File: src/design/gkac_pkg.sv
// Shared constants, types and width helpers for the gap-keeping acceleration command block.
package gkac_pkg;

  localparam int DATA_WIDTH_DEF = 16;
  localparam int SLOT_W         = 16;
  localparam int PCT_W          = 7;
  localparam int APB_DW         = 64;
  localparam int APB_AW         = 6;
  localparam int REG_SEL_LSB    = 3;
  localparam int PIPE_DEPTH     = 8;
  localparam int CORR_W         = 32;
  localparam int PCT_SCALE      = 100;
  localparam int RND_SH         = 13;
  localparam int RND_HALF       = 4096;

  typedef enum logic [2:0] {
    REG_SPEED_THR   = 3'd0,
    REG_GAP         = 3'd1,
    REG_GAINS_LO    = 3'd2,
    REG_GAINS_MID   = 3'd3,
    REG_GAINS_HI    = 3'd4,
    REG_ACCEL_LIM   = 3'd5,
    REG_PEDAL_LIM   = 3'd6,
    REG_PEDAL_SLOPE = 3'd7
  } reg_idx_t;

  typedef enum logic [1:0] {
    STAGE_LOW  = 2'd0,
    STAGE_MID  = 2'd1,
    STAGE_HIGH = 2'd2
  } speed_stage_t;

  typedef struct packed {
    logic [31:0] speed_thresholds;
    logic [47:0] gap_settings;
    logic [47:0] gains_low_speed;
    logic [47:0] gains_mid_speed;
    logic [47:0] gains_high_speed;
    logic [31:0] accel_limits;
    logic [47:0] pedal_limits;
    logic [63:0] pedal_slopes;
  } cfg_regs_t;

  function automatic int op_w(input int dw);
    return ((dw > SLOT_W) ? dw : SLOT_W) + 1;
  endfunction

  function automatic int acc_w(input int dw);
    return op_w(dw) + SLOT_W + 6;
  endfunction

  function automatic int cmd_w(input int dw);
    return acc_w(dw) - RND_SH;
  endfunction

endpackage

File: src/design/gkac_out.sv
// Merge of law and pedal correction, rounding to Q7.8 and clipping to the limits.
module gkac_out #(
  parameter int DATA_WIDTH = gkac_pkg::DATA_WIDTH_DEF
) (
  input  logic                                          clk,
  input  logic [gkac_pkg::PIPE_DEPTH-1:0]               stage_en,
  input  gkac_pkg::cfg_regs_t                           cfg,
  input  logic signed [gkac_pkg::acc_w(DATA_WIDTH)-1:0] law_acc,
  input  logic signed [gkac_pkg::CORR_W-1:0]            corr,
  input  logic [1:0]                                    stage_in,
  output logic signed [DATA_WIDTH-1:0]                  accel_command,
  output logic                                          limited,
  output logic [1:0]                                    speed_stage
);

  localparam int AW = gkac_pkg::acc_w(DATA_WIDTH);
  localparam int CW = gkac_pkg::cmd_w(DATA_WIDTH);

  typedef logic signed [gkac_pkg::SLOT_W-1:0] slot_t;

  logic signed [AW-1:0]  sum7;
  logic signed [CW-1:0]  cmd7_r;
  logic [1:0]            st7_r;

  slot_t                 dl_s, al_s, dl_o, al_o;
  logic signed [CW-1:0]  clip;
  logic                  lim_nxt;

  logic signed [DATA_WIDTH-1:0] cmd_r;
  logic                         lim_r;
  logic [1:0]                   st8_r;

  assign sum7 = law_acc + AW'(corr) + AW'(gkac_pkg::RND_HALF);

  always_comb begin
    dl_s = slot_t'(cfg.accel_limits[15:0]);
    al_s = slot_t'(cfg.accel_limits[31:16]);
    if (dl_s >= al_s) begin
      dl_o = al_s;
      al_o = dl_s;
    end else begin
      dl_o = dl_s;
      al_o = al_s;
    end
    if (cmd7_r > CW'(al_o)) begin
      clip    = CW'(al_o);
      lim_nxt = 1'b1;
    end else if (cmd7_r < CW'(dl_o)) begin
      clip    = CW'(dl_o);
      lim_nxt = 1'b1;
    end else begin
      clip    = cmd7_r;
      lim_nxt = 1'b0;
    end
  end

  always_ff @(posedge clk) begin
    if (stage_en[6]) begin
      cmd7_r <= sum7[AW-1:gkac_pkg::RND_SH];
      st7_r  <= stage_in;
    end
    if (stage_en[7]) begin
      cmd_r <= clip[DATA_WIDTH-1:0];
      lim_r <= lim_nxt;
      st8_r <= st7_r;
    end
  end

  assign accel_command = cmd_r;
  assign limited       = lim_r;
  assign speed_stage   = st8_r;

endmodule

File: config.mk
export PLATFORM = sky130hd
export DESIGN_NAME = gkac_out
export DESIGN_NICKNAME = d
export VERILOG_FILES = /design/src/design/gkac_pkg.sv /design/src/design/gkac_out.sv
export SDC_FILE = /design/constraint.sdc
export NUM_CORES = 1
export LEC_CHECK = 0
export ABC_CLOCK_PERIOD_IN_PS = 16410
export BUFFER_PORTS_ARGS = -buffer_cell sky130_fd_sc_hd__buf_2
export CAP_MARGIN = 20
export CELL_PAD_IN_SITES_DETAIL_PLACEMENT = 1
export CELL_PAD_IN_SITES_GLOBAL_PLACEMENT = 2
export CORE_AREA = 2 2 180 182
export DETAILED_ROUTE_END_ITERATION = 10
export DIE_AREA = 0 0 182 184
export PLACE_DENSITY = 0.69
export SLEW_MARGIN = 20
export SYNTH_ARGS = -nofsm -noshare
export SYNTH_HDL_FRONTEND = slang
export SYNTH_SLANG_ARGS = --single-unit
File: constraint.sdc
create_clock -name clk -period 16.41 [get_ports clk]
set_input_delay 3.282 -clock clk [delete_from_list [all_inputs] [get_ports clk]]
set_output_delay 3.282 -clock clk [all_outputs]
set_load 0.01 [all_outputs]
==> flow_summary.toml <==
[clocking]
cts_max_level = 2
cts_root_buf = "clkbuf_16"
post_cts_resized = 0
cts_setup_buffers = 0
cts_hold_buf = 0
insertion_delay_ps = 310
cts_buffers = 5
clkSinkCount = 47
clkTransAtPathRegs_ps = 90
cts_buffer_depth = 2
cts_tree = "built"

[sta]
min_period_over_period = 0.583
timing.hold.ws_ps = 405
finClkSkew_ps = 17.3
setup_viol = 0
slew_headroom = 0.544
finalCriticalPeriod_ps = 9560
fmax_ghz = 0.105
hold_violations = 0
rsz0062_at_grt = "false"
tightest_slew_ps = 677
setup_ws_ps = 6850
finalMaxSlewViolations = 0
tns_ps = 0

[synth]
ys_seq_elements = 47
synth_edf_count = 47
synthCells = 555
synth_cell_types = 64
synthArstFlopShare = 0
synthFlopType = "edfxtp_1"
yosysTopAreaCellShare = 0.260
synthesis.area_mm2 = 0.00543
syn_nets = 1118
synth_area_leaders = "ha_1 (26%), edfxtp_1 (26%), mux2i_1 (4.8%)"
yosysSeqAreaShare = 0.260
yosys_warnings = 0
yosysMostFrequentCell = "ha_1"
synth_top_cell_by_area = "ha_1"
yosys-top-cells-count = "ha_1 (113), edfxtp_1 (47), nor2_1 (37)"
syn_avg_cell_area_um2 = 9.79

[worst_setup_path]
crit_required_ps = 16490
cp-start-kind = "primary input"
cp.depth = 24
path_class = "primary input to flip-flop"
crit_fanout = 24
critPathMaxStageDelay_ps = 580
endpoint_kind = "flip-flop"
path_delay_family = "compound AO/OA/AOI/OAI gates"
cp_num_buf_inv = 3
rr_worst_depth = 13
critPathSlowestCell = "o21ai_4"
critPathArrivalTime_ps = 9640
crit_chain = "buf_2 > inv_1 > ha_1 > nand4_2 > nor2_2 > a211oi_4 > nand3_1 > o21ai_4 > buf_4 > nor2_1 > a21oi_1 > ha_1 > a21o_1 > a311oi_1 > o21ai_0 > o211ai_1 > o21ai_0 > a41oi_1 > a221oi_1 > a311oi_1 > a31o_2 > o21a_2 > nor2_1 > a222oi_1"

[power_and_ir_drop]
p_leak_nw = 3.08
power_mw = 0.551
power_density_mw_per_mm2 = 82.3
vdd_ir_drop_max_mv = 0.0404

[floorplan]
core_mm2 = 0.0314
num_rows = 65
die_x_um = 182
initial_core_util = 0.173
ios = 469
die_h_um = 184
die_area_mm2 = 0.0335

[route]
route.detailed.drc = 0
drtIter0Drc = 189
wl_per_cell_um = 16.0
num_vias = 4782
dr.pass1.iters = 5
ant_nets = 0
drt_wl_total_um = 17300
avgViaCountPerCell = 4.41

[cells_and_area]
area_growth_pct = 23.3
layout.nets = 1244
postLayoutCoreUtil = 0.213
diodes = 0
fillCellCount = 3756
drive_gt1_frac = 0.233

[run_status]
status = "complete, no violations"

[global_route]
grt_pass1_wl_um = 27600
track_usage = 0.106
grt_antenna_before_repair = 3
grt_max_degree = 29
grt_pass1_vias = 4935
grt-ovfl-total = 0

[min_path]
hold_path.class = "flip-flop to flip-flop"
min_path_cells = 0

[placed_design]
finalWeightedCongestion = 0.818
dp_hpwl_um = 14900
io_buffers = 126
dp_slack_ps = 6580

[job]
max_cap_viol_count = 0
path summary, 6_finish.rpt:
| path | start | endpoint | slack [ps] |
|---|---|---|---|
| max | cfg[143] | accel_command[0]$_DFFE_PP_ | 6850 |
| min | st7_r[1]$_DFFE_PP_ | speed_stage[1]$_DFFE_PP_ | 410 |
| max reg2reg | cmd7_r[3]$_DFFE_PP_ | accel_command[0]$_DFFE_PP_ | 12110 |
| min reg2reg | st7_r[1]$_DFFE_PP_ | speed_stage[1]$_DFFE_PP_ | 410 |
report_power, final:
group	internal (mW)	total, mW	switching, mW
registers	0.166	0.184	0.0173
clock network	0.0585	0.115	0.0565
logic	0.109	0.253	0.143
total	0.334	0.551	0.217
cell type report:
cell class | instances | area [µm²] | share of cell area
clock buffers | 5 | 125 | 0.0187
clock inverters | 3 | 27.5 | 0.00411
inverters | 35 | 131 | 0.0196
multi-input cells | 464 | 3850 | 0.575
flip-flops and latches | 47 | 1410 | 0.211
well taps | 402 | 503 | 0.0751
repair buffers | 128 | 646 | 0.0964
registers in the layout, indices dropped and copies added, names as in the netlist:
register,flops
speed_stage,2
cmd7_r,26
accel_command,16
st7_r,2
limited,1
routing by layer:
| layer | wire (µm) | up-vias | global-route usage | part of all wire |
|---|---|---|---|---|
| met1 | 8850 | 2224 | 0.154 | 0.51 |
| met2 | 7380 | 124 | 0.164 | 0.43 |
| met3 | 830 | 17 | 0.0168 | 0.048 |
| met4 | 205 | 6 | 0.0213 | 0.012 |
| met5 | 42 | - | 0 | 0.0024 |
| li1 | - | 2411 | - | - |
through the flow:
step / std cells / cell area, µm²
5_1_grt: 1084 / 6700
6_report: 1084 / 6700
3_5_place_dp: 1076 / 6550
4_1_cts: 1084 / 6700
3_3_place_gp: 1076 / 6550
2_1_floorplan: 555 / 5430
cells by family (layout without fill, tap and decap cells):
family | Yosys count | count (layout) | synth area share
adders and majority gates | 113 | 113 | 0.260
DFF | 47 | 47 | 0.260
xor gates and xnor gates | 23 | 23 | 0.0371
buffers and inverters | 44 | 171 | 0.0322
muxes | 29 | 29 | 0.0541
AOI/OAI and AO/OA | 152 | 152 | 0.215
and+or+nand+nor | 147 | 147 | 0.141
cell usage in the layout (no fill, tap or decap), types with 10 or more instances in the layout:
cell,count
a211oi_1,10
a21o_1,23
a21oi_1,26
and2_1,12
buf_2,126
edfxtp_1,47
ha_1,113
inv_1,35
mux2i_1,26
nand2_1,19
nand2b_1,14
nand3_1,14
nand4_1,13
nor2_1,37
nor3_1,12
o21ai_0,13
o31ai_1,16
xnor2_1,17
Note: power is estimated with default switching activity, not from simulation.
