--- src/design/gkac_pkg.sv ---
// Shared constants, types and width helpers for the gap-keeping acceleration command block.
package gkac_pkg;

  localparam int DATA_WIDTH_DEF = 16;
  localparam int SLOT_W         = 16;
  localparam int PCT_W          = 7;
  localparam int APB_DW         = 64;
  localparam int APB_AW         = 6;
  localparam int REG_SEL_LSB    = 3;
  localparam int PIPE_DEPTH     = 8;
  localparam int CORR_W         = 32;
  localparam int PCT_SCALE      = 100;
  localparam int RND_SH         = 13;
  localparam int RND_HALF       = 4096;

  typedef enum logic [2:0] {
    REG_SPEED_THR   = 3'd0,
    REG_GAP         = 3'd1,
    REG_GAINS_LO    = 3'd2,
    REG_GAINS_MID   = 3'd3,
    REG_GAINS_HI    = 3'd4,
    REG_ACCEL_LIM   = 3'd5,
    REG_PEDAL_LIM   = 3'd6,
    REG_PEDAL_SLOPE = 3'd7
  } reg_idx_t;

  typedef enum logic [1:0] {
    STAGE_LOW  = 2'd0,
    STAGE_MID  = 2'd1,
    STAGE_HIGH = 2'd2
  } speed_stage_t;

  typedef struct packed {
    logic [31:0] speed_thresholds;
    logic [47:0] gap_settings;
    logic [47:0] gains_low_speed;
    logic [47:0] gains_mid_speed;
    logic [47:0] gains_high_speed;
    logic [31:0] accel_limits;
    logic [47:0] pedal_limits;
    logic [63:0] pedal_slopes;
  } cfg_regs_t;

  function automatic int op_w(input int dw);
    return ((dw > SLOT_W) ? dw : SLOT_W) + 1;
  endfunction

  function automatic int acc_w(input int dw);
    return op_w(dw) + SLOT_W + 6;
  endfunction

  function automatic int cmd_w(input int dw);
    return acc_w(dw) - RND_SH;
  endfunction

endpackage

--- src/design/gkac_cfg_regs.sv ---
// APB register file holding the gain, gap, limit and pedal settings.
module gkac_cfg_regs (
  input  logic                              clk,
  input  logic                              rst_n,
  input  logic                              psel,
  input  logic                              penable,
  input  logic                              pwrite,
  input  logic [gkac_pkg::APB_AW-1:0]       paddr,
  input  logic [gkac_pkg::APB_DW-1:0]       pwdata,
  output logic [gkac_pkg::APB_DW-1:0]       prdata,
  output logic                              pready,
  output gkac_pkg::cfg_regs_t               cfg
);

  gkac_pkg::cfg_regs_t cfg_r;
  gkac_pkg::cfg_regs_t cfg_nxt;
  gkac_pkg::reg_idx_t  sel;
  logic                wr_en;

  assign sel    = gkac_pkg::reg_idx_t'(paddr[gkac_pkg::APB_AW-1:gkac_pkg::REG_SEL_LSB]);
  assign wr_en  = psel && penable && pwrite;
  assign pready = 1'b1;
  assign cfg    = cfg_r;

  always_comb begin
    cfg_nxt = cfg_r;
    if (wr_en) begin
      unique case (sel)
        gkac_pkg::REG_SPEED_THR:   cfg_nxt.speed_thresholds = pwdata[31:0];
        gkac_pkg::REG_GAP:         cfg_nxt.gap_settings     = pwdata[47:0];
        gkac_pkg::REG_GAINS_LO:    cfg_nxt.gains_low_speed  = pwdata[47:0];
        gkac_pkg::REG_GAINS_MID:   cfg_nxt.gains_mid_speed  = pwdata[47:0];
        gkac_pkg::REG_GAINS_HI:    cfg_nxt.gains_high_speed = pwdata[47:0];
        gkac_pkg::REG_ACCEL_LIM:   cfg_nxt.accel_limits     = pwdata[31:0];
        gkac_pkg::REG_PEDAL_LIM:   cfg_nxt.pedal_limits     = pwdata[47:0];
        gkac_pkg::REG_PEDAL_SLOPE: cfg_nxt.pedal_slopes     = pwdata[63:0];
        default: ;
      endcase
    end
  end

  always_comb begin
    unique case (sel)
      gkac_pkg::REG_SPEED_THR:   prdata = gkac_pkg::APB_DW'(cfg_r.speed_thresholds);
      gkac_pkg::REG_GAP:         prdata = gkac_pkg::APB_DW'(cfg_r.gap_settings);
      gkac_pkg::REG_GAINS_LO:    prdata = gkac_pkg::APB_DW'(cfg_r.gains_low_speed);
      gkac_pkg::REG_GAINS_MID:   prdata = gkac_pkg::APB_DW'(cfg_r.gains_mid_speed);
      gkac_pkg::REG_GAINS_HI:    prdata = gkac_pkg::APB_DW'(cfg_r.gains_high_speed);
      gkac_pkg::REG_ACCEL_LIM:   prdata = gkac_pkg::APB_DW'(cfg_r.accel_limits);
      gkac_pkg::REG_PEDAL_LIM:   prdata = gkac_pkg::APB_DW'(cfg_r.pedal_limits);
      gkac_pkg::REG_PEDAL_SLOPE: prdata = cfg_r.pedal_slopes;
      default:                   prdata = '0;
    endcase
  end

  always_ff @(posedge clk) begin
    if (!rst_n) begin
      cfg_r <= '0;
    end else begin
      cfg_r <= cfg_nxt;
    end
  end

endmodule

--- config.mk ---
export PLATFORM = sky130hd
export DESIGN_NAME = gkac_cfg_regs
export DESIGN_NICKNAME = d
export VERILOG_FILES = /design/src/design/gkac_pkg.sv /design/src/design/gkac_cfg_regs.sv
export SDC_FILE = /design/constraint.sdc
export NUM_CORES = 1
export LEC_CHECK = 0
export ABC_CLOCK_PERIOD_IN_PS = 1300
export BUFFER_PORTS_ARGS = -buffer_cell sky130_fd_sc_hd__buf_2
export CORE_AREA = 2 2 199 201
export CTS_CLUSTER_DIAMETER = 30
export CTS_CLUSTER_SIZE = 12
export DETAILED_ROUTE_END_ITERATION = 16
export DIE_AREA = 0 0 201 203
export HOLD_SLACK_MARGIN = 0.12
export PLACE_DENSITY = 0.71
export SLEW_MARGIN = 30
export SYNTH_ARGS = -nofsm -noshare
export SYNTH_HDL_FRONTEND = slang
export SYNTH_SLANG_ARGS = --single-unit
--- constraint.sdc ---
create_clock -name clk -period 1.3 [get_ports clk]
set_input_delay 0.13 -clock clk [delete_from_list [all_inputs] [get_ports clk]]
set_output_delay 0.13 -clock clk [all_outputs]
set_load 0.03 [all_outputs]
==> results.py <==
metrics = {
    "hold_path": {
        "worstHoldPathType": "in2reg",
        "worstHoldEndpoint": "cfg[112]",
        "worstHoldStart": "penable",
        "min_path_cells": 7,
    },
    "clock_tree": {
        "clk_pin_slew_worst_paths_ns": 0.05,
        "clk_latency_ns": 0.59,
        "root_buffer": "clkbuf_16",
        "cts_tree": "done",
        "cts_buffers": 81,
        "h-tree-depth": 3,
        "clock_path_buffers": 3,
        "clock-sinks": 368,
    },
    "final_layout": {
        "final_util_pct": 77.2,
        "fin_nets": 2933,
        "syn2layout_area_growth_pct": 75.4,
        "drive_gt1_share_pct": 48.6,
        "largest_register_ffs": 368,
        "fill_cells": 2216,
    },
    "sta": {
        "setup_ws_ns": -0.815,
        "finalClockSkew_ns": 0,
        "setup_tns_ns": -28.75,
        "setup_viol": 108,
        "layout_min_cycle_time_ns": 2.12,
        "grt_setup_unrepaired": "yes",
        "post-route-period-util_pct": 163,
        "fmax_ghz": 0.473,
        "finalHoldViolations": 0,
        "timing.final.max_slew_violations": 0,
    },
    "die": {
        "num_rows": 72,
        "die_area_um2": 40800,
        "start_util_pct": 44.0,
        "core_um2": 38500,
        "die_h_um": 203,
        "num_io_pins": 508,
        "die_w_um": 201,
    },
    "synth": {
        "synth_top_area_share_pct": 43.5,
        "synthAdderAreaFrac_pct": 0,
        "synth_top_family_by_area": "compound AO/OA/AOI/OAI gates",
        "yosys.area.top_type": "dfxtp_1",
        "ys_ff_latch": 368,
        "syn_area_um2": 16900,
        "syn_area_per_cell_um2": 8.13,
        "synth_edf_count": 0,
        "synth-async-reset-ratio_pct": 0,
        "ys_warn_count": 0,
        "synthXorXnorAreaFrac_pct": 0,
        "synth_ff_type": "dfxtp_1",
        "synth_seq_area_share_pct": 43.5,
        "syn_inst": 2082,
        "synth_mux_area_share_pct": 4.89,
        "synth-compound-area-share_pct": 24.3,
        "synthesis.nets": 2157,
        "yosys.area_share.simple_pct": 20.4,
        "synthDistinctLibCells": 43,
        "synth.area.top_cells": "dfxtp_1 (44%), nand2_1 (17%), a21boi_0 (9.4%), a21boi_1 (6.9%), a221oi_1 (3.1%)",
    },
    "critical_path": {
        "critPathKind": "reg2out",
        "r2r_setup_slack_ns": 0.15,
        "cp-start-kind": "register",
        "crit_required_ns": 1.17,
        "worst_r2r_path_depth": 2,
        "cp-end-kind": "primary output",
        "worstPathArrival_ns": 1.99,
        "reg2reg_to": "cfg[212]",
        "reg2reg_from": "cfg[212]",
        "crit_start": "cfg[118]",
        "worst-path-max-fanout": 2,
    },
    "run_status": {
        "violations": "setup timing",
        "status": "finished, violations left",
    },
    "power": {
        "p_leak_nw": 12.1,
        "ir_worst_vdd_mv": 1.39,
        "powerDensity_nw_per_um2": 1210,
    },
    "global_route": {
        "grt.total_usage_pct": 38.7,
        "grt_max_degree": 73,
        "grt_pass1_vias": 20619,
        "grt_overflow": 0,
        "grt_pass1_wl_mm": 122,
        "antenna_found_initial": 4,
    },
    "route": {
        "postRouteAntennaNets": 0,
        "routed_wl_mm": 84.8,
        "firstDrtPassIters": 6,
        "initialDrtViolationCount": 1963,
        "drt_drc_violations_left": 0,
        "num_vias": 20241,
        "wl_per_cell_um": 24.6,
        "vias_per_cell": 5.87,
    },
    "placement": {
        "port_buffers": 503,
        "dpl.hpwl_mm": 49.0,
        "gp_congestion": 0.934,
    },
    "job": {
        "drv_cap": 0,
    },
}
[worst max-delay path, cell delays in order (launching register included)]
cell	delay, ns
dfxtp_2	0.34
mux2_4	0.27
a22o_1	0.22
a221oi_2	0.35
nor2_2	0.07
buf_6	0.15
[logic make-up after synthesis]
kind of cell | count (synthesis)
compound gates | 537
simple gates | 871
buf+inv | 234
mux | 71
flops | 368
other cells | 1
[cell usage in the layout, fill, tap and decap left out, types with 34 or more instances in the layout]
cell type / instances
buf_12: 54
buf_4: 213
a21boi_0: 211
dlygate4sd3_1: 65
buf_6: 425
clkbuf_16: 82
nand2_1: 742
a221oi_2: 34
dfxtp_1: 107
a22o_1: 42
dfxtp_2: 260
buf_2: 102
mux2i_1: 37
a21boi_1: 157
[cells in the mapped netlist, types with 2 or more instances]
cell and count:
a21boi_0 213, a21boi_1 155, a21o_1 2, a21oi_1 28
a221o_1 6, a221oi_1 60, a221oi_2 4, a22o_1 42
a22oi_1 16, a31oi_1 5, and2_1 18, buf_1 2
buf_2 78, buf_4 32, buf_6 7, clkbuf_1 81
dfxtp_1 368, inv_1 32, mux2_1 4, mux2_2 11
mux2_4 17, mux2i_1 38, nand2_1 747, nand2b_1 10
nor2_1 70, nor2_2 3, nor2b_1 9, nor3_2 2
o21ai_0 5, or2_1 3, or3_1 2
[layer usage]
layer / part of all wire (%) / up-vias / global-route usage, %
li1: - / 8538 / -
met1: 35 / 9597 / 44.4
met2: 47 / 1595 / 63.5
met3: 10 / 511 / 9.18
met4: 7.9 / 0 / 27.9
met5: 0 / - / 0
[how the worst max path moves through the flow]
stage | end | slack, ns | depth (start not counted)
floorplan | prdata[14] | -0.11 | 4
global placement | prdata[28] | -0.42 | 7
detailed placement | prdata[34] | -0.45 | 6
CTS | prdata[28] | -0.75 | 5
global route | prdata[6] | -0.81 | 5
finish | prdata[6] | -0.82 | 5
[layout make-up]
cell class / instances / area, um^2 / area share (%)
Antenna cell: 5 / 12.5 / 0.0422
Clock buffer: 110 / 2270 / 7.64
Clock inverter: 39 / 566 / 1.91
Inverter: 32 / 120 / 0.405
Multi-Input combinational cell: 1480 / 9300 / 31.3
Sequential cell: 368 / 7700 / 25.9
Tap cell: 518 / 648 / 2.18
Timing Repair Buffer: 895 / 9080 / 30.6
[where the power goes]
| group | internal, W | total [W] | switching, W |
|---|---|---|---|
| logic | 0.00129 | 0.00302 | 0.00173 |
| registers | 0.0114 | 0.0115 | 0.0000836 |
| clock network | 0.0146 | 0.0214 | 0.00680 |
| total | 0.0273 | 0.0359 | 0.00861 |
[per-stage QoR]
step / instance area, um^2 / std cells / hold slack, ns / setup WS [ns] / total power [W]
global placement: 22400 / 3180 / 0.380 / -0.418 / 0.0141
floorplan: 17600 / 2082 / 0.265 / -0.110 / 0.0132
detailed placement: 22400 / 3180 / 0.390 / -0.454 / 0.0141
finish: 29700 / 3447 / 0.269 / -0.815 / 0.0359
CTS: 29000 / 3422 / 0.255 / -0.752 / 0.0356
global route: 29700 / 3446 / 0.316 / -0.810 / 0.0366
[what timing repair did]
item,CTS,global route
pin swaps,69,33
setup buffers,40,52
gates resized for setup,1030,209
hold buffers,65,0
endpoints found under the setup margin,377,236
endpoints found under the hold margin,368,0
(Power assumes the default switching activity.)
