===== src/design/gkac_pkg.sv =====
// Shared constants, types and width helpers for the gap-keeping acceleration command block.
package gkac_pkg;

  localparam int DATA_WIDTH_DEF = 16;
  localparam int SLOT_W         = 16;
  localparam int PCT_W          = 7;
  localparam int APB_DW         = 64;
  localparam int APB_AW         = 6;
  localparam int REG_SEL_LSB    = 3;
  localparam int PIPE_DEPTH     = 8;
  localparam int CORR_W         = 32;
  localparam int PCT_SCALE      = 100;
  localparam int RND_SH         = 13;
  localparam int RND_HALF       = 4096;

  typedef enum logic [2:0] {
    REG_SPEED_THR   = 3'd0,
    REG_GAP         = 3'd1,
    REG_GAINS_LO    = 3'd2,
    REG_GAINS_MID   = 3'd3,
    REG_GAINS_HI    = 3'd4,
    REG_ACCEL_LIM   = 3'd5,
    REG_PEDAL_LIM   = 3'd6,
    REG_PEDAL_SLOPE = 3'd7
  } reg_idx_t;

  typedef enum logic [1:0] {
    STAGE_LOW  = 2'd0,
    STAGE_MID  = 2'd1,
    STAGE_HIGH = 2'd2
  } speed_stage_t;

  typedef struct packed {
    logic [31:0] speed_thresholds;
    logic [47:0] gap_settings;
    logic [47:0] gains_low_speed;
    logic [47:0] gains_mid_speed;
    logic [47:0] gains_high_speed;
    logic [31:0] accel_limits;
    logic [47:0] pedal_limits;
    logic [63:0] pedal_slopes;
  } cfg_regs_t;

  function automatic int op_w(input int dw);
    return ((dw > SLOT_W) ? dw : SLOT_W) + 1;
  endfunction

  function automatic int acc_w(input int dw);
    return op_w(dw) + SLOT_W + 6;
  endfunction

  function automatic int cmd_w(input int dw);
    return acc_w(dw) - RND_SH;
  endfunction

endpackage


===== src/design/gkac_law.sv =====
// Gain stage select, distance-error law products and law sum, delayed to the merge stage.
module gkac_law #(
  parameter int DATA_WIDTH = gkac_pkg::DATA_WIDTH_DEF
) (
  input  logic                                        clk,
  input  logic [gkac_pkg::PIPE_DEPTH-1:0]             stage_en,
  input  gkac_pkg::cfg_regs_t                         cfg,
  input  logic signed [DATA_WIDTH-1:0]                leader_speed,
  input  logic signed [DATA_WIDTH-1:0]                own_speed,
  input  logic signed [DATA_WIDTH-1:0]                leader_accel,
  input  logic [DATA_WIDTH-2:0]                       gap_distance,
  output logic signed [gkac_pkg::acc_w(DATA_WIDTH)-1:0] law_acc,
  output logic [1:0]                                  speed_stage
);

  localparam int OPW    = gkac_pkg::op_w(DATA_WIDTH);
  localparam int PW     = OPW + gkac_pkg::SLOT_W;
  localparam int AW     = gkac_pkg::acc_w(DATA_WIDTH);
  localparam int SW     = gkac_pkg::SLOT_W;
  localparam int ST_LEN = 6;
  localparam int AC_LEN = 4;

  typedef logic signed [SW-1:0] slot_t;

  // stage 1 decode
  gkac_pkg::speed_stage_t stage_sel;
  logic [47:0]            gains;
  logic signed [OPW-1:0]  v2_x, thr0_x, thr1_x, e_x, dv_x;
  slot_t                  lo_s, hi_s, lo_o, hi_o;
  logic                   inside_nxt;

  slot_t                  ka_r, kv_r, kd_r;
  logic signed [OPW-1:0]  a1_r, dv_r, e_r;
  logic                   inside1_r, inside2_r;

  logic signed [PW-1:0]   pa_nxt, pv_nxt, pd_nxt;
  logic signed [PW-1:0]   pa_r, pv_r, pd_r;

  logic signed [AW-1:0]   sum_in, sum_out, acc_pre, acc_nxt;
  logic signed [AW-1:0]   acc_r [AC_LEN];
  logic [1:0]             st_r  [ST_LEN];

  always_comb begin
    v2_x   = OPW'(own_speed);
    thr0_x = signed'(OPW'(cfg.speed_thresholds[15:0]));
    thr1_x = signed'(OPW'(cfg.speed_thresholds[31:16]));
    if (v2_x <= thr0_x) begin
      stage_sel = gkac_pkg::STAGE_LOW;
    end else if (v2_x <= thr1_x) begin
      stage_sel = gkac_pkg::STAGE_MID;
    end else begin
      stage_sel = gkac_pkg::STAGE_HIGH;
    end
    unique case (stage_sel)
      gkac_pkg::STAGE_LOW:  gains = cfg.gains_low_speed;
      gkac_pkg::STAGE_MID:  gains = cfg.gains_mid_speed;
      gkac_pkg::STAGE_HIGH: gains = cfg.gains_high_speed;
      default:              gains = cfg.gains_high_speed;
    endcase
    lo_s = slot_t'(cfg.gap_settings[31:16]);
    hi_s = slot_t'(cfg.gap_settings[47:32]);
    // swap a reversed dead band
    if (lo_s >= hi_s) begin
      lo_o = hi_s;
      hi_o = lo_s;
    end else begin
      lo_o = lo_s;
      hi_o = hi_s;
    end
    e_x  = signed'(OPW'(gap_distance)) - OPW'(slot_t'(cfg.gap_settings[15:0]));
    dv_x = OPW'(leader_speed) - OPW'(own_speed);
    inside_nxt = (e_x < OPW'(hi_o)) && (e_x > OPW'(lo_o));
  end

  assign pa_nxt = PW'(ka_r) * PW'(a1_r);
  assign pv_nxt = PW'(kv_r) * PW'(dv_r);
  assign pd_nxt = PW'(kd_r) * PW'(e_r);

  always_comb begin
    sum_in  = AW'(pa_r) + AW'(pv_r) + AW'(pd_r);
    sum_out = AW'(pa_r) + AW'(pv_r) + (AW'(pd_r) <<< 2);
    acc_pre = inside2_r ? (sum_in <<< 1) : sum_out;
    acc_nxt = (acc_pre < 0) ? (acc_pre <<< 2) : acc_pre;
  end

  always_ff @(posedge clk) begin
    if (stage_en[0]) begin
      ka_r      <= slot_t'(gains[15:0]);
      kv_r      <= slot_t'(gains[31:16]);
      kd_r      <= slot_t'(gains[47:32]);
      a1_r      <= OPW'(leader_accel);
      dv_r      <= dv_x;
      e_r       <= e_x;
      inside1_r <= inside_nxt;
      st_r[0]   <= stage_sel;
    end
    if (stage_en[1]) begin
      pa_r      <= pa_nxt;
      pv_r      <= pv_nxt;
      pd_r      <= pd_nxt;
      inside2_r <= inside1_r;
    end
    if (stage_en[2]) begin
      acc_r[0] <= acc_nxt;
    end
    for (int k = 1; k < AC_LEN; k++) begin
      if (stage_en[k+2]) begin
        acc_r[k] <= acc_r[k-1];
      end
    end
    for (int k = 1; k < ST_LEN; k++) begin
      if (stage_en[k]) begin
        st_r[k] <= st_r[k-1];
      end
    end
  end

  assign law_acc     = acc_r[AC_LEN-1];
  assign speed_stage = st_r[ST_LEN-1];

endmodule


===== config.mk =====
export PLATFORM = sky130hd
export DESIGN_NAME = gkac_law
export DESIGN_NICKNAME = d
export VERILOG_FILES = /design/src/design/gkac_pkg.sv /design/src/design/gkac_law.sv
export SDC_FILE = /design/constraint.sdc
export NUM_CORES = 2
export LEC_CHECK = 0
export BUFFER_PORTS_ARGS = -buffer_cell sky130_fd_sc_hd__buf_2
export CAP_MARGIN = 30
export CORE_ASPECT_RATIO = 0.8
export CORE_UTILIZATION = 57
export DETAILED_ROUTE_END_ITERATION = 8
export HOLD_SLACK_MARGIN = 0.05
export PLACE_DENSITY_LB_ADDON = 0.12
export SYNTH_ARGS = -nofsm -noshare
export SYNTH_HDL_FRONTEND = slang
export SYNTH_SLANG_ARGS = --single-unit

===== constraint.sdc =====
create_clock -name clk -period 6.3 [get_ports clk]
set_input_delay 0.315 -clock clk [delete_from_list [all_inputs] [get_ports clk]]
set_output_delay 0.315 -clock clk [all_outputs]
set_load 0.03 [all_outputs]

==> results by group <==
Synth
  • Top-count cell post-synth: inv_1
  • Number of library cell types mapped by synthesis: between 70 and 80
  • Syn Area/Cell: roughly 10 um^2
  • Synth top area cells: fa_1, edfxtp_1, ha_1
  • Post-synth EDFFs: about 360
  • Commonest register cell after synthesis: edfxtp_1
  • Synth Instances: a little over 5k
  • Top cell type's share of synthesized area: 31.9%
  • Register area share after synthesis: about a fifth
  • Yosys top cell by area: fa_1
  • Post-synthesis register bit count: about 360
  • Synth top cells by count: inv_1, fa_1, nand2_1
  • Yosys warns: 0
  • Ys async rst share: 0%
  • Synthesized Nets: 6843
  • Syn Std Cell Area: 51400 um^2

Floorplanning
  • Ports: slightly below 500
  • Initial Util: a little under three fifths
  • Core outline area: around 89000 um^2
  • Die footprint: approximately 90000 um^2
  • Chip Width: around 340 um
  • Rows: 98
  • Die Span Y: 271 um

Outcome
  • Run status: finished with violations
  • Failing checks: setup timing

STA
  • TNS Setup: -0.188 ns
  • RSZ-0062 raised after global routing: yes
  • Clock skew: ~0.035 ns
  • Final setup margin: -0.0532 ns
  • Worst-Margin Slew: a little under 0.9 ns
  • Relative slew slack: between 40% and 50%
  • Post-route minimum period: between 6 and 7 ns
  • Max Slew Vio Count: 0
  • Final Hold Fails: 0
  • Final worst-path cycle share: 101%
  • Endpoints failing setup: 5
  • Fmax: approximately 160 MHz

Place
  • PortBufs: ~330
  • Detailed Place HPWL: 102000 um
  • RD Place Congestion: approximately 0.93

Finish
  • Ratio of cells with drive above 1 in the final layout: between 15 and 20%
  • Filler cell count: between 7k and 8k
  • # nets final: around 7.6k
  • N_diodes: 0
  • Area growth from synthesis to layout: 17.4%

Clock network
  • CTS tree: done
  • Number of clock sinks: between 300 and 400
  • CTS buffer count: 43
  • Max clock buf depth: 3
  • Htree depth: 2
  • CTS Root Cell: clkbuf_16
  • Clock latency on the worst-skew pair: 0.62 ns
  • Clock slew at reported path FFs: around 0.060 ns

Worst setup path
  • Worst setup startpoint: e_r[6]
  • CP arrival: about 6.7 ns
  • Register-to-Register Path Depth: 25
  • Slowest CP cell: fa_1
  • CP endpoint: pd_r[31]
  • Reg2reg end: pd_r[31]
  • RR Startpoint: e_r[6]
  • CP most frequent cell: fa_1
  • Crit path required time: between 6 and 7 ns
  • Type of origin of the critical path: register
  • Worst Path Max Fanout: 7
  • WS Path Type: reg -> reg
  • Setup crit end kind: register
  • Register-to-register setup slack: -0.05 ns
  • Worst path max stage delay: 0.58 ns

Run
  • MaxCap Viol Count: 0

Min path
  • Worst min path class: in -> reg
  • WHS Path Cells: 2

Routing
  • DR WL/cell: around 17 um
  • Routed Antenna Nets: 0
  • DRT Wirelength: roughly 120000 um
  • Post-route DRC: 0
  • Pre-antenna DRT Iters: 5
  • Routed vias: between 30k and 40k
  • Via density: 5.34
  • Iter 0 DRT Violations: around 2.6k

Global routing
  • Global-route wire length before repair: 200000 um
  • GRT Util Overall: 27.6%
  • Initial antenna violation count: 3
  • GRT overflow: 0
  • Vias in the first global route: 38.3k
  • Largest net degree at the start of global routing: between 60 and 70
==> layer usage <==
metal | global-route usage [%] | up-vias | part of all wire (%)
met3 | 5.11 | 147 | 7.3
met5 | 0 | - | 0.0057
met1 | 42.3 | 18800 | 47
met4 | 5.57 | 2 | 1.9
met2 | 40.9 | 1067 | 44
li1 | - | 17800 | -
==> registers in the layout, summed over array words and instances (netlist names) <==
register / flops
acc_r: 152
dv_r: 17
inside1_r: 1
st_r: 12
a1_r: 16
e_r: 17
pd_r: 33
pa_r: 32
kd_r: 16
inside2_r: 1
pv_r: 33
kv_r: 16
ka_r: 16
==> worst min path at each step <==
stage,startpoint,endpoint
after floorplan,acc_r[0][0],acc_r[1][0]
after CTS,cfg[259],kv_r[3]
after global placement,acc_r[1][17],acc_r[2][17]
final,cfg[255],ka_r[15]
after global routing,cfg[251],ka_r[11]
after detailed placement,acc_r[0][15],acc_r[1][15]
==> critical path: cells and delay by family, from the launching register on <==
family                     cells  cell delay (ns)
DFF                            1             0.55
AOI/OAI and AO/OA              5             0.92
xor gates and xnor gates       1             0.13
adders and majority gates      7             3.37
and+or+nand+nor                4             0.51
buffers and inverters          8             0.60
==> final cells by class <==
cell class                      instances  area (um^2)  area share [%]
Sequential cell                       362        10900            18.0
Multi-Input combinational cell       3579        36900            61.1
Timing Repair Buffer                  823         5810            9.62
Tap cell                             1200         1500            2.49
Clock buffer                           49         1100            1.82
Inverter                             1040         3910            6.48
Clock inverter                         28          294           0.487
==> stage by stage <==
step	setup WS [ns]	util, %	instances	instance area [um^2]	hold WS, ns
final	-0.0532	67.6	7081	60400	0.0705
after global routing	-0.309	67.6	7081	60400	0.0614
after CTS	-0.0143	66.4	7036	59400	0.0501
after detailed placement	-0.288	63.6	6864	56800	0.405
after global placement	-0.237	63.6	6864	56800	0.400
after floorplan	0.0298	-	5121	51400	0.400
==> logic make-up after synthesis <==
group	share of synthesized area, %
AOI/OAI and AO/OA	8.05
xor gates and xnor gates	3.39
adders and majority gates	43.1
buffers and inverters	8.68
DFF	21.1
muxes	3.13
and+or+nand+nor	12.5
==> repair_timing <==
item	CTS	global route
pin swaps	45	171
gates resized for setup	58	183
buffers inserted	39	45
hold buffers	56	0
endpoints found under the setup margin	17	61
endpoints found under the hold margin	56	0
==> cells in the final DEF, fill, tap and decap left out, types with 19 or more instances in the layout <==
cell type / instances
nand2b_1: 28
xnor2_1: 142
nor2b_1: 24
a21oi_2: 22
nand3_1: 37
mux2i_1: 45
o21ai_0: 108
and3_1: 21
xor2_1: 54
or3_1: 19
buf_4: 383
edfxtp_1: 362
buf_6: 36
o21bai_1: 31
nand4_1: 30
nor2_1: 198
o21a_1: 40
ha_4: 20
mux2_2: 100
dlygate4sd3_1: 56
a21o_1: 89
fa_1: 791
nand2_1: 465
a31oi_1: 25
nor3_1: 47
a211oi_1: 23
fa_2: 28
inv_2: 29
clkbuf_16: 43
buf_2: 332
ha_1: 440
and2_1: 369
a21oi_1: 174
inv_1: 1008
Power is not shown: default switching activity piles up to over one toggle a cycle in this logic, so the estimate is an artifact.
