`src/design/gkac_pkg.sv`:
```
// Shared constants, types and width helpers for the gap-keeping acceleration command block.
package gkac_pkg;

  localparam int DATA_WIDTH_DEF = 16;
  localparam int SLOT_W         = 16;
  localparam int PCT_W          = 7;
  localparam int APB_DW         = 64;
  localparam int APB_AW         = 6;
  localparam int REG_SEL_LSB    = 3;
  localparam int PIPE_DEPTH     = 8;
  localparam int CORR_W         = 32;
  localparam int PCT_SCALE      = 100;
  localparam int RND_SH         = 13;
  localparam int RND_HALF       = 4096;

  typedef enum logic [2:0] {
    REG_SPEED_THR   = 3'd0,
    REG_GAP         = 3'd1,
    REG_GAINS_LO    = 3'd2,
    REG_GAINS_MID   = 3'd3,
    REG_GAINS_HI    = 3'd4,
    REG_ACCEL_LIM   = 3'd5,
    REG_PEDAL_LIM   = 3'd6,
    REG_PEDAL_SLOPE = 3'd7
  } reg_idx_t;

  typedef enum logic [1:0] {
    STAGE_LOW  = 2'd0,
    STAGE_MID  = 2'd1,
    STAGE_HIGH = 2'd2
  } speed_stage_t;

  typedef struct packed {
    logic [31:0] speed_thresholds;
    logic [47:0] gap_settings;
    logic [47:0] gains_low_speed;
    logic [47:0] gains_mid_speed;
    logic [47:0] gains_high_speed;
    logic [31:0] accel_limits;
    logic [47:0] pedal_limits;
    logic [63:0] pedal_slopes;
  } cfg_regs_t;

  function automatic int op_w(input int dw);
    return ((dw > SLOT_W) ? dw : SLOT_W) + 1;
  endfunction

  function automatic int acc_w(input int dw);
    return op_w(dw) + SLOT_W + 6;
  endfunction

  function automatic int cmd_w(input int dw);
    return acc_w(dw) - RND_SH;
  endfunction

endpackage

```
`src/design/gkac_corr.sv`:
```
// Pedal correction pipeline: clamped slope term times pedal fraction, divided via reciprocal multiplies.
module gkac_corr (
  input  logic                                   clk,
  input  logic [gkac_pkg::PIPE_DEPTH-1:0]        stage_en,
  input  gkac_pkg::cfg_regs_t                    cfg,
  input  logic [gkac_pkg::PCT_W-1:0]             brake_pedal_pct,
  input  logic [gkac_pkg::PCT_W-1:0]             throttle_pedal_pct,
  output logic signed [gkac_pkg::CORR_W-1:0]     corr
);

  localparam int PW_      = gkac_pkg::PCT_W;
  localparam int CW       = gkac_pkg::CORR_W;
  localparam int TW       = 24;
  localparam int KW       = 28;
  localparam int NW       = 27;
  localparam int DIV_C    = 625;
  localparam int CAP_SCALE = 1600;
  localparam int K_BIAS   = DIV_C * (2 ** 17);
  localparam int QK_BIAS  = 2 ** 17;
  localparam int RECIP1   = (2 ** NW) / DIV_C;
  localparam int R1W      = 18;
  localparam int R1_SH    = NW;
  localparam int QW       = NW + R1W - R1_SH;
  localparam int QKW      = QW + 1;
  localparam int RW       = 11;
  localparam int RKW      = 10;
  localparam int MW       = 22;
  localparam int M_BIAS   = 312;
  localparam int SCALE_SH = 5;
  localparam int RECIP2   = (2 ** MW) / DIV_C;
  localparam int R2W      = 13;
  localparam int R2_SH    = MW;
  localparam int Q2W      = MW + R2W - R2_SH;

  typedef logic signed [gkac_pkg::SLOT_W-1:0] slot_t;

  // stage 1
  logic                  brake_on;
  logic [PW_-1:0]        pct;
  slot_t                 eff, slope, offset, maxv;
  logic signed [TW-1:0]  pct_sc, eff_sc;
  logic signed [KW-1:0]  k_raw, k_cap, k_sel, k_bias;
  logic [NW-1:0]         n1_nxt;
  logic                  on1_nxt;

  logic [NW-1:0]         n1_r, n2_r;
  logic [PW_-1:0]        pct1_r, pct2_r, pct3_r;
  logic                  on1_r, on2_r, on3_r, on4_r, on5_r;
  logic                  sub1_r, sub2_r, sub3_r, sub4_r, sub5_r;

  // stage 2
  logic [NW+R1W-1:0]     prod1;
  logic [QW-1:0]         qa2_r;

  // stage 3
  logic [NW:0]           rem1;
  logic [RW-1:0]         r1;
  logic                  ge1;
  logic [QW-1:0]         qf;
  logic [RKW-1:0]        rk3_nxt, rk3_r;
  logic signed [QKW-1:0] qk3_nxt, qk3_r;

  // stage 4
  logic [MW-1:0]         m4_nxt, m4_r, m5_r;
  logic signed [CW-1:0]  qkp4_nxt, qkp4_r, qkp5_r;

  // stage 5
  logic [MW+R2W-1:0]     prod2;
  logic [Q2W-1:0]        q2a5_r;

  // stage 6
  logic [MW:0]           rem2;
  logic                  ge2;
  logic signed [CW-1:0]  corr_sum, corr6_nxt, corr6_r;

  always_comb begin
    brake_on = (brake_pedal_pct != '0);
    pct      = brake_on ? brake_pedal_pct : throttle_pedal_pct;
    eff      = slot_t'(cfg.pedal_limits[15:0]);
    pct_sc   = signed'(TW'({pct, 8'h00}));
    eff_sc   = TW'(eff) * TW'(gkac_pkg::PCT_SCALE);
    slope    = brake_on ? slot_t'(cfg.pedal_slopes[47:32]) : slot_t'(cfg.pedal_slopes[15:0]);
    offset   = brake_on ? slot_t'(cfg.pedal_slopes[63:48]) : slot_t'(cfg.pedal_slopes[31:16]);
    maxv     = brake_on ? slot_t'(cfg.pedal_limits[47:32]) : slot_t'(cfg.pedal_limits[31:16]);
    k_raw    = KW'(slope) * signed'(KW'(pct)) + KW'(offset) * KW'(gkac_pkg::PCT_SCALE);
    k_cap    = KW'(maxv) * KW'(CAP_SCALE);
    k_sel    = (k_raw > k_cap) ? k_cap : k_raw;
    // bias so the floor division runs on a non-negative value
    k_bias   = k_sel + KW'(K_BIAS);
    n1_nxt   = k_bias[NW-1:0];
    on1_nxt  = (pct != '0) && (pct_sc > eff_sc);
  end

  assign prod1 = (NW+R1W)'(n1_r) * (NW+R1W)'(RECIP1);

  always_comb begin
    rem1    = (NW+1)'(n2_r) - (NW+1)'(qa2_r) * (NW+1)'(DIV_C);
    r1      = rem1[RW-1:0];
    ge1     = (r1 >= RW'(DIV_C));
    qf      = qa2_r + QW'(ge1);
    rk3_nxt = ge1 ? RKW'(r1 - RW'(DIV_C)) : RKW'(r1);
    qk3_nxt = signed'(QKW'(qf)) - QKW'(QK_BIAS);
  end

  always_comb begin
    m4_nxt   = ((MW'(rk3_r) * MW'(pct3_r)) << SCALE_SH) + MW'(M_BIAS);
    qkp4_nxt = (CW'(qk3_r) * signed'(CW'(pct3_r))) <<< SCALE_SH;
  end

  assign prod2 = (MW+R2W)'(m4_r) * (MW+R2W)'(RECIP2);

  always_comb begin
    rem2     = (MW+1)'(m5_r) - (MW+1)'(q2a5_r) * (MW+1)'(DIV_C);
    ge2      = (rem2[RW-1:0] >= RW'(DIV_C));
    corr_sum = qkp5_r + signed'(CW'(q2a5_r)) + signed'(CW'(ge2));
    if (!on5_r) begin
      corr6_nxt = '0;
    end else if (sub5_r) begin
      corr6_nxt = -corr_sum;
    end else begin
      corr6_nxt = corr_sum;
    end
  end

  always_ff @(posedge clk) begin
    if (stage_en[0]) begin
      n1_r   <= n1_nxt;
      pct1_r <= pct;
      on1_r  <= on1_nxt;
      sub1_r <= brake_on;
    end
    if (stage_en[1]) begin
      qa2_r  <= prod1[NW+R1W-1:R1_SH];
      n2_r   <= n1_r;
      pct2_r <= pct1_r;
      on2_r  <= on1_r;
      sub2_r <= sub1_r;
    end
    if (stage_en[2]) begin
      qk3_r  <= qk3_nxt;
      rk3_r  <= rk3_nxt;
      pct3_r <= pct2_r;
      on3_r  <= on2_r;
      sub3_r <= sub2_r;
    end
    if (stage_en[3]) begin
      m4_r   <= m4_nxt;
      qkp4_r <= qkp4_nxt;
      on4_r  <= on3_r;
      sub4_r <= sub3_r;
    end
    if (stage_en[4]) begin
      q2a5_r <= prod2[MW+R2W-1:R2_SH];
      m5_r   <= m4_r;
      qkp5_r <= qkp4_r;
      on5_r  <= on4_r;
      sub5_r <= sub4_r;
    end
    if (stage_en[5]) begin
      corr6_r <= corr6_nxt;
    end
  end

  assign corr = corr6_r;

endmodule

```
`config.mk`:
```
export PLATFORM = sky130hd
export DESIGN_NAME = gkac_corr
export DESIGN_NICKNAME = d
export VERILOG_FILES = /design/src/design/gkac_pkg.sv /design/src/design/gkac_corr.sv
export SDC_FILE = /design/constraint.sdc
export NUM_CORES = 2
export LEC_CHECK = 0
export ABC_AREA = 1
export BUFFER_PORTS_ARGS = -buffer_cell sky130_fd_sc_hd__buf_2
export CAP_MARGIN = 40
export CORE_UTILIZATION = 55
export DETAILED_ROUTE_END_ITERATION = 12
export PLACE_DENSITY_LB_ADDON = 0.12
export SLEW_MARGIN = 20
export SYNTH_ARGS = -nofsm -noshare
export SYNTH_HDL_FRONTEND = slang
export SYNTH_SLANG_ARGS = --single-unit
```
`constraint.sdc`:
```
create_clock -name clk -period 12.75 [get_ports clk]
set_input_delay 2.55 -clock clk [delete_from_list [all_inputs] [get_ports clk]]
set_output_delay 2.55 -clock clk [all_outputs]
set_load 0.03 [all_outputs]
```
==> results.py <==
metrics = {
    "setup_path": {
        "critical_path_peak_fanout": 9,
        "critical_path.slowest_cell": "fa_1",
        "setup_crit_start_kind": "input pin",
        "worst-r2r-cell-count": 28,
        "worst_ep_arrival_time_ns": 12.32,
        "timing.reg2reg.setup_slack_ns": 6.03,
        "critical_path.reg2reg.startpoint": "q2a5_r[3]",
        "critPathKind": "input pin to flip-flop",
        "timing.critical_path.to_type": "flip-flop",
        "r2r-end": "corr[29]",
        "timing.critical_path.slowest_cell_delay_ns": 0.53,
        "cp.required_ns": 13.09,
    },
    "clock_network": {
        "clk_transition_reported_paths_ns": 0.07,
        "cts-htree-levels": 1,
        "postCtsSetupBuffers": 0,
        "post_cts_hold_buffer_count": 0,
        "cts-buffers-inserted": 28,
        "max-clock-path-buffers": 3,
        "tritoncts": "built",
        "worst_skew_pair.late_latency_ns": 0.60,
        "cts-root-buf": "clkbuf_16",
        "cts.sinks": 237,
    },
    "synth": {
        "synth_largest_type_area_fraction_pct": 26.2,
        "synthMostInstantiatedCell": "inv_1",
        "synthFlopType": "edfxtp_1",
        "synth.cells.most_frequent": "inv_1 (1364), nand2_1 (984), ha_1 (648), fa_1 (571), nor2_1 (315)",
        "netlist_instances": 5248,
        "mapped_cell_area_um2": 43700,
        "postSynth.asyncResetShare_pct": 0,
        "synth_top_area_cell": "fa_1",
        "yosys_warnings": 0,
        "synth_adder_area_share_pct": 44.7,
        "post_synth_num_cell_types": 56,
        "synth_top_cells_by_area": "fa_1 (26%), ha_1 (19%), edfxtp_1 (16%)",
        "dominant_combinational_cell_family_by_area_after_synthesis": "adder cells",
        "post_synth.cell_area_avg_um2": 8.32,
        "synth_seq_cells": 237,
        "synth_xor_area_share_pct": 4.36,
        "post_synthesis_net_count": 6858,
        "synth-compound-area-share_pct": 6.31,
        "yosys.area_share.simple_pct": 16.0,
        "yosys-mux-area-fraction_pct": 0.0458,
        "count_of_flip_flops_with_a_built_in_enable_after_synthesis": 237,
        "synth.yosys.seq_area_share_pct": 16.3,
    },
    "grt": {
        "globalRoute.totalOverflow": 0,
        "grt_start_max_net_pins": 37,
        "grt_first_pass_wirelength_mm": 165,
        "grt_use_total_pct": 25.0,
        "vias_in_the_first_global_route": 34000,
        "antenna_found_initial": 0,
    },
    "min_path": {
        "hold_start": "sub1_r",
        "hold_end": "sub2_r",
        "worst_hold_path_type": "flip-flop to flip-flop",
        "hold-path-cell-count": 0,
    },
    "sta": {
        "whs_ns": 0.407,
        "slew_headroom_pct": 43.9,
        "final.setup_skew_ns": 0.0257,
        "setup_repair_after_global_routing_missed_its_margin": "false",
        "period_needed_ns": 11.98,
        "maxSlewViolCount": 0,
        "final-setup-viol-count": 0,
        "final_hold_fails": 0,
        "timing_worst_slew_pin_value_ns": 0.842,
        "period_share_pct": 93.9,
        "max_clock_freq_mhz": 83.5,
    },
    "floorplanning": {
        "floorplan.die.height_um": 284,
        "die_w_um": 284,
        "coreArea_um2": 78000,
        "io-pin-count": 423,
        "fp-row-count": 102,
        "initial_utilization_pct": 56.0,
        "dieArea_um2": 80500,
    },
    "finish": {
        "nFillCells": 7008,
        "n_diodes": 0,
        "finish.cell_count_without_fillers": 6481,
        "layout-area-overhead-vs-synth_pct": 7.17,
        "post_route_cells_drive_above_1_share_pct": 5.79,
        "multiInputGateArea_um2": 31200,
        "area.sequential_um2": 7120,
        "nNetsFinal": 7029,
        "finish.instance_area_um2": 46800,
    },
    "routing": {
        "drt_drc_violations_left": 0,
        "detail_route.iter0.violations": 1374,
        "avgViaCountPerCell": 5.07,
        "route.final.wire_length_mm": 97.4,
        "ant_nets": 0,
        "detailedRoute.firstPassIterationCount": 9,
        "dr_total_vias": 32900,
        "wire_length_per_cell_um": 15.0,
    },
    "placement": {
        "place_area_um2": 45800,
        "placed_cells": 6429,
        "hpwl_detailed_mm": 86.1,
        "buffer_ports.inserted": 164,
        "finalWeightedCongestion": 0.978,
    },
    "status": {
        "status": "completed",
    },
    "job": {
        "maxCapViolations": 0,
    },
}
worst max-delay path, delay by kind of cell:
family          cells  cell delay (ns)
fa+ha+maj          12             4.48
simple gates       23             2.87
compound gates      7             1.29
buf+inv             8             0.68
mux                 1             0.27
xor+xnor            1             0.17
metal layers:
layer	global-route usage [%]	part of all wire (%)	vias to the layer above
met5	0	0	-
met4	8.72	3.7	0
met3	1.60	2.9	165
met2	46.7	52	569
met1	30.3	42	15600
li1	-	-	16600
sequential cells by signal, indices dropped and copies added, names as in the netlist, 6 cells and up:
register  count
corr         32
m4_r         17
m5_r          6
n1_r         27
n2_r         11
pct1_r        7
pct2_r        7
pct3_r        7
q2a5_r       13
qa2_r        18
qk3_r        18
qkp4_r       27
qkp5_r       27
rk3_r        10
what timing repair did:
action | CTS | global route
endpoints found under the setup margin | 0 | 3
hold endpoints to repair | 0 | 0
resized for setup | 0 | 5
layout make-up:
| cell class | instances | area share (%) |
|---|---|---|
| clock inverters | 21 | 0.511 |
| well taps | 1040 | 2.78 |
| inverters | 1367 | 11.0 |
| flip-flops and latches | 237 | 15.2 |
| repair buffers | 192 | 2.30 |
| clock buffers | 31 | 1.52 |
| multi-input cells | 3593 | 66.7 |
worst max-delay path by stage:
stage                            start  endpoint  cells past startpoint
detailed placement  brake_pedal_pct[5]  n1_r[25]                     52
global placement    brake_pedal_pct[5]  n1_r[25]                     52
finish              brake_pedal_pct[2]  n1_r[25]                     52
CTS                 brake_pedal_pct[5]  n1_r[25]                     52
floorplan           brake_pedal_pct[4]  n1_r[23]                     51
global route        brake_pedal_pct[0]  n1_r[25]                     52
stage by stage:
stage / worst slack (ns) / utilization [%] / TNS (ns)
floorplan: 0.913 / - / 0
finish: 0.775 / 60.0 / 0
global route: 0.0556 / 60.0 / 0
CTS: 0.596 / 60.0 / 0
global placement: 0.127 / 58.7 / 0
detailed placement: -0.00441 / 58.8 / -0.00441
cells in the final DEF, fill, tap and decap left out, drive strengths merged, types with 2 or more instances in the layout:
| cell | count |
|---|---|
| xnor2 | 74 |
| fa | 571 |
| o221ai | 4 |
| a211oi | 4 |
| or2 | 22 |
| clkinv | 14 |
| nor3 | 57 |
| nand3 | 173 |
| clkbuf | 31 |
| nor3b | 4 |
| xor2 | 141 |
| bufinv | 4 |
| edfxtp | 237 |
| a21oi | 246 |
| inv | 1368 |
| and2 | 4 |
| mux2i | 2 |
| o21a | 23 |
| nand3b | 16 |
| a31oi | 14 |
| o2111ai | 5 |
| a21o | 12 |
| o211ai | 3 |
| nor2 | 326 |
| nand2 | 997 |
| o31ai | 3 |
| nor4 | 7 |
| a21boi | 5 |
| o21ai | 163 |
| o21bai | 12 |
| clkinvlp | 2 |
| buf | 192 |
| ha | 648 |
| a22oi | 2 |
| nand4 | 50 |
cell families (layout without fill, tap and decap cells):
| kind of cell | count (synthesis) | count (layout) |
|---|---|---|
| fa+ha+maj | 1219 | 1219 |
| xor+xnor | 215 | 215 |
| buf+inv | 1418 | 1611 |
| compound gates | 498 | 498 |
| flops | 237 | 237 |
| mux | 2 | 2 |
| simple gates | 1659 | 1659 |
Power is left out: the tool's default activity adds up to more than one toggle a clock period on the data nets, which glitch-free logic cannot reach.
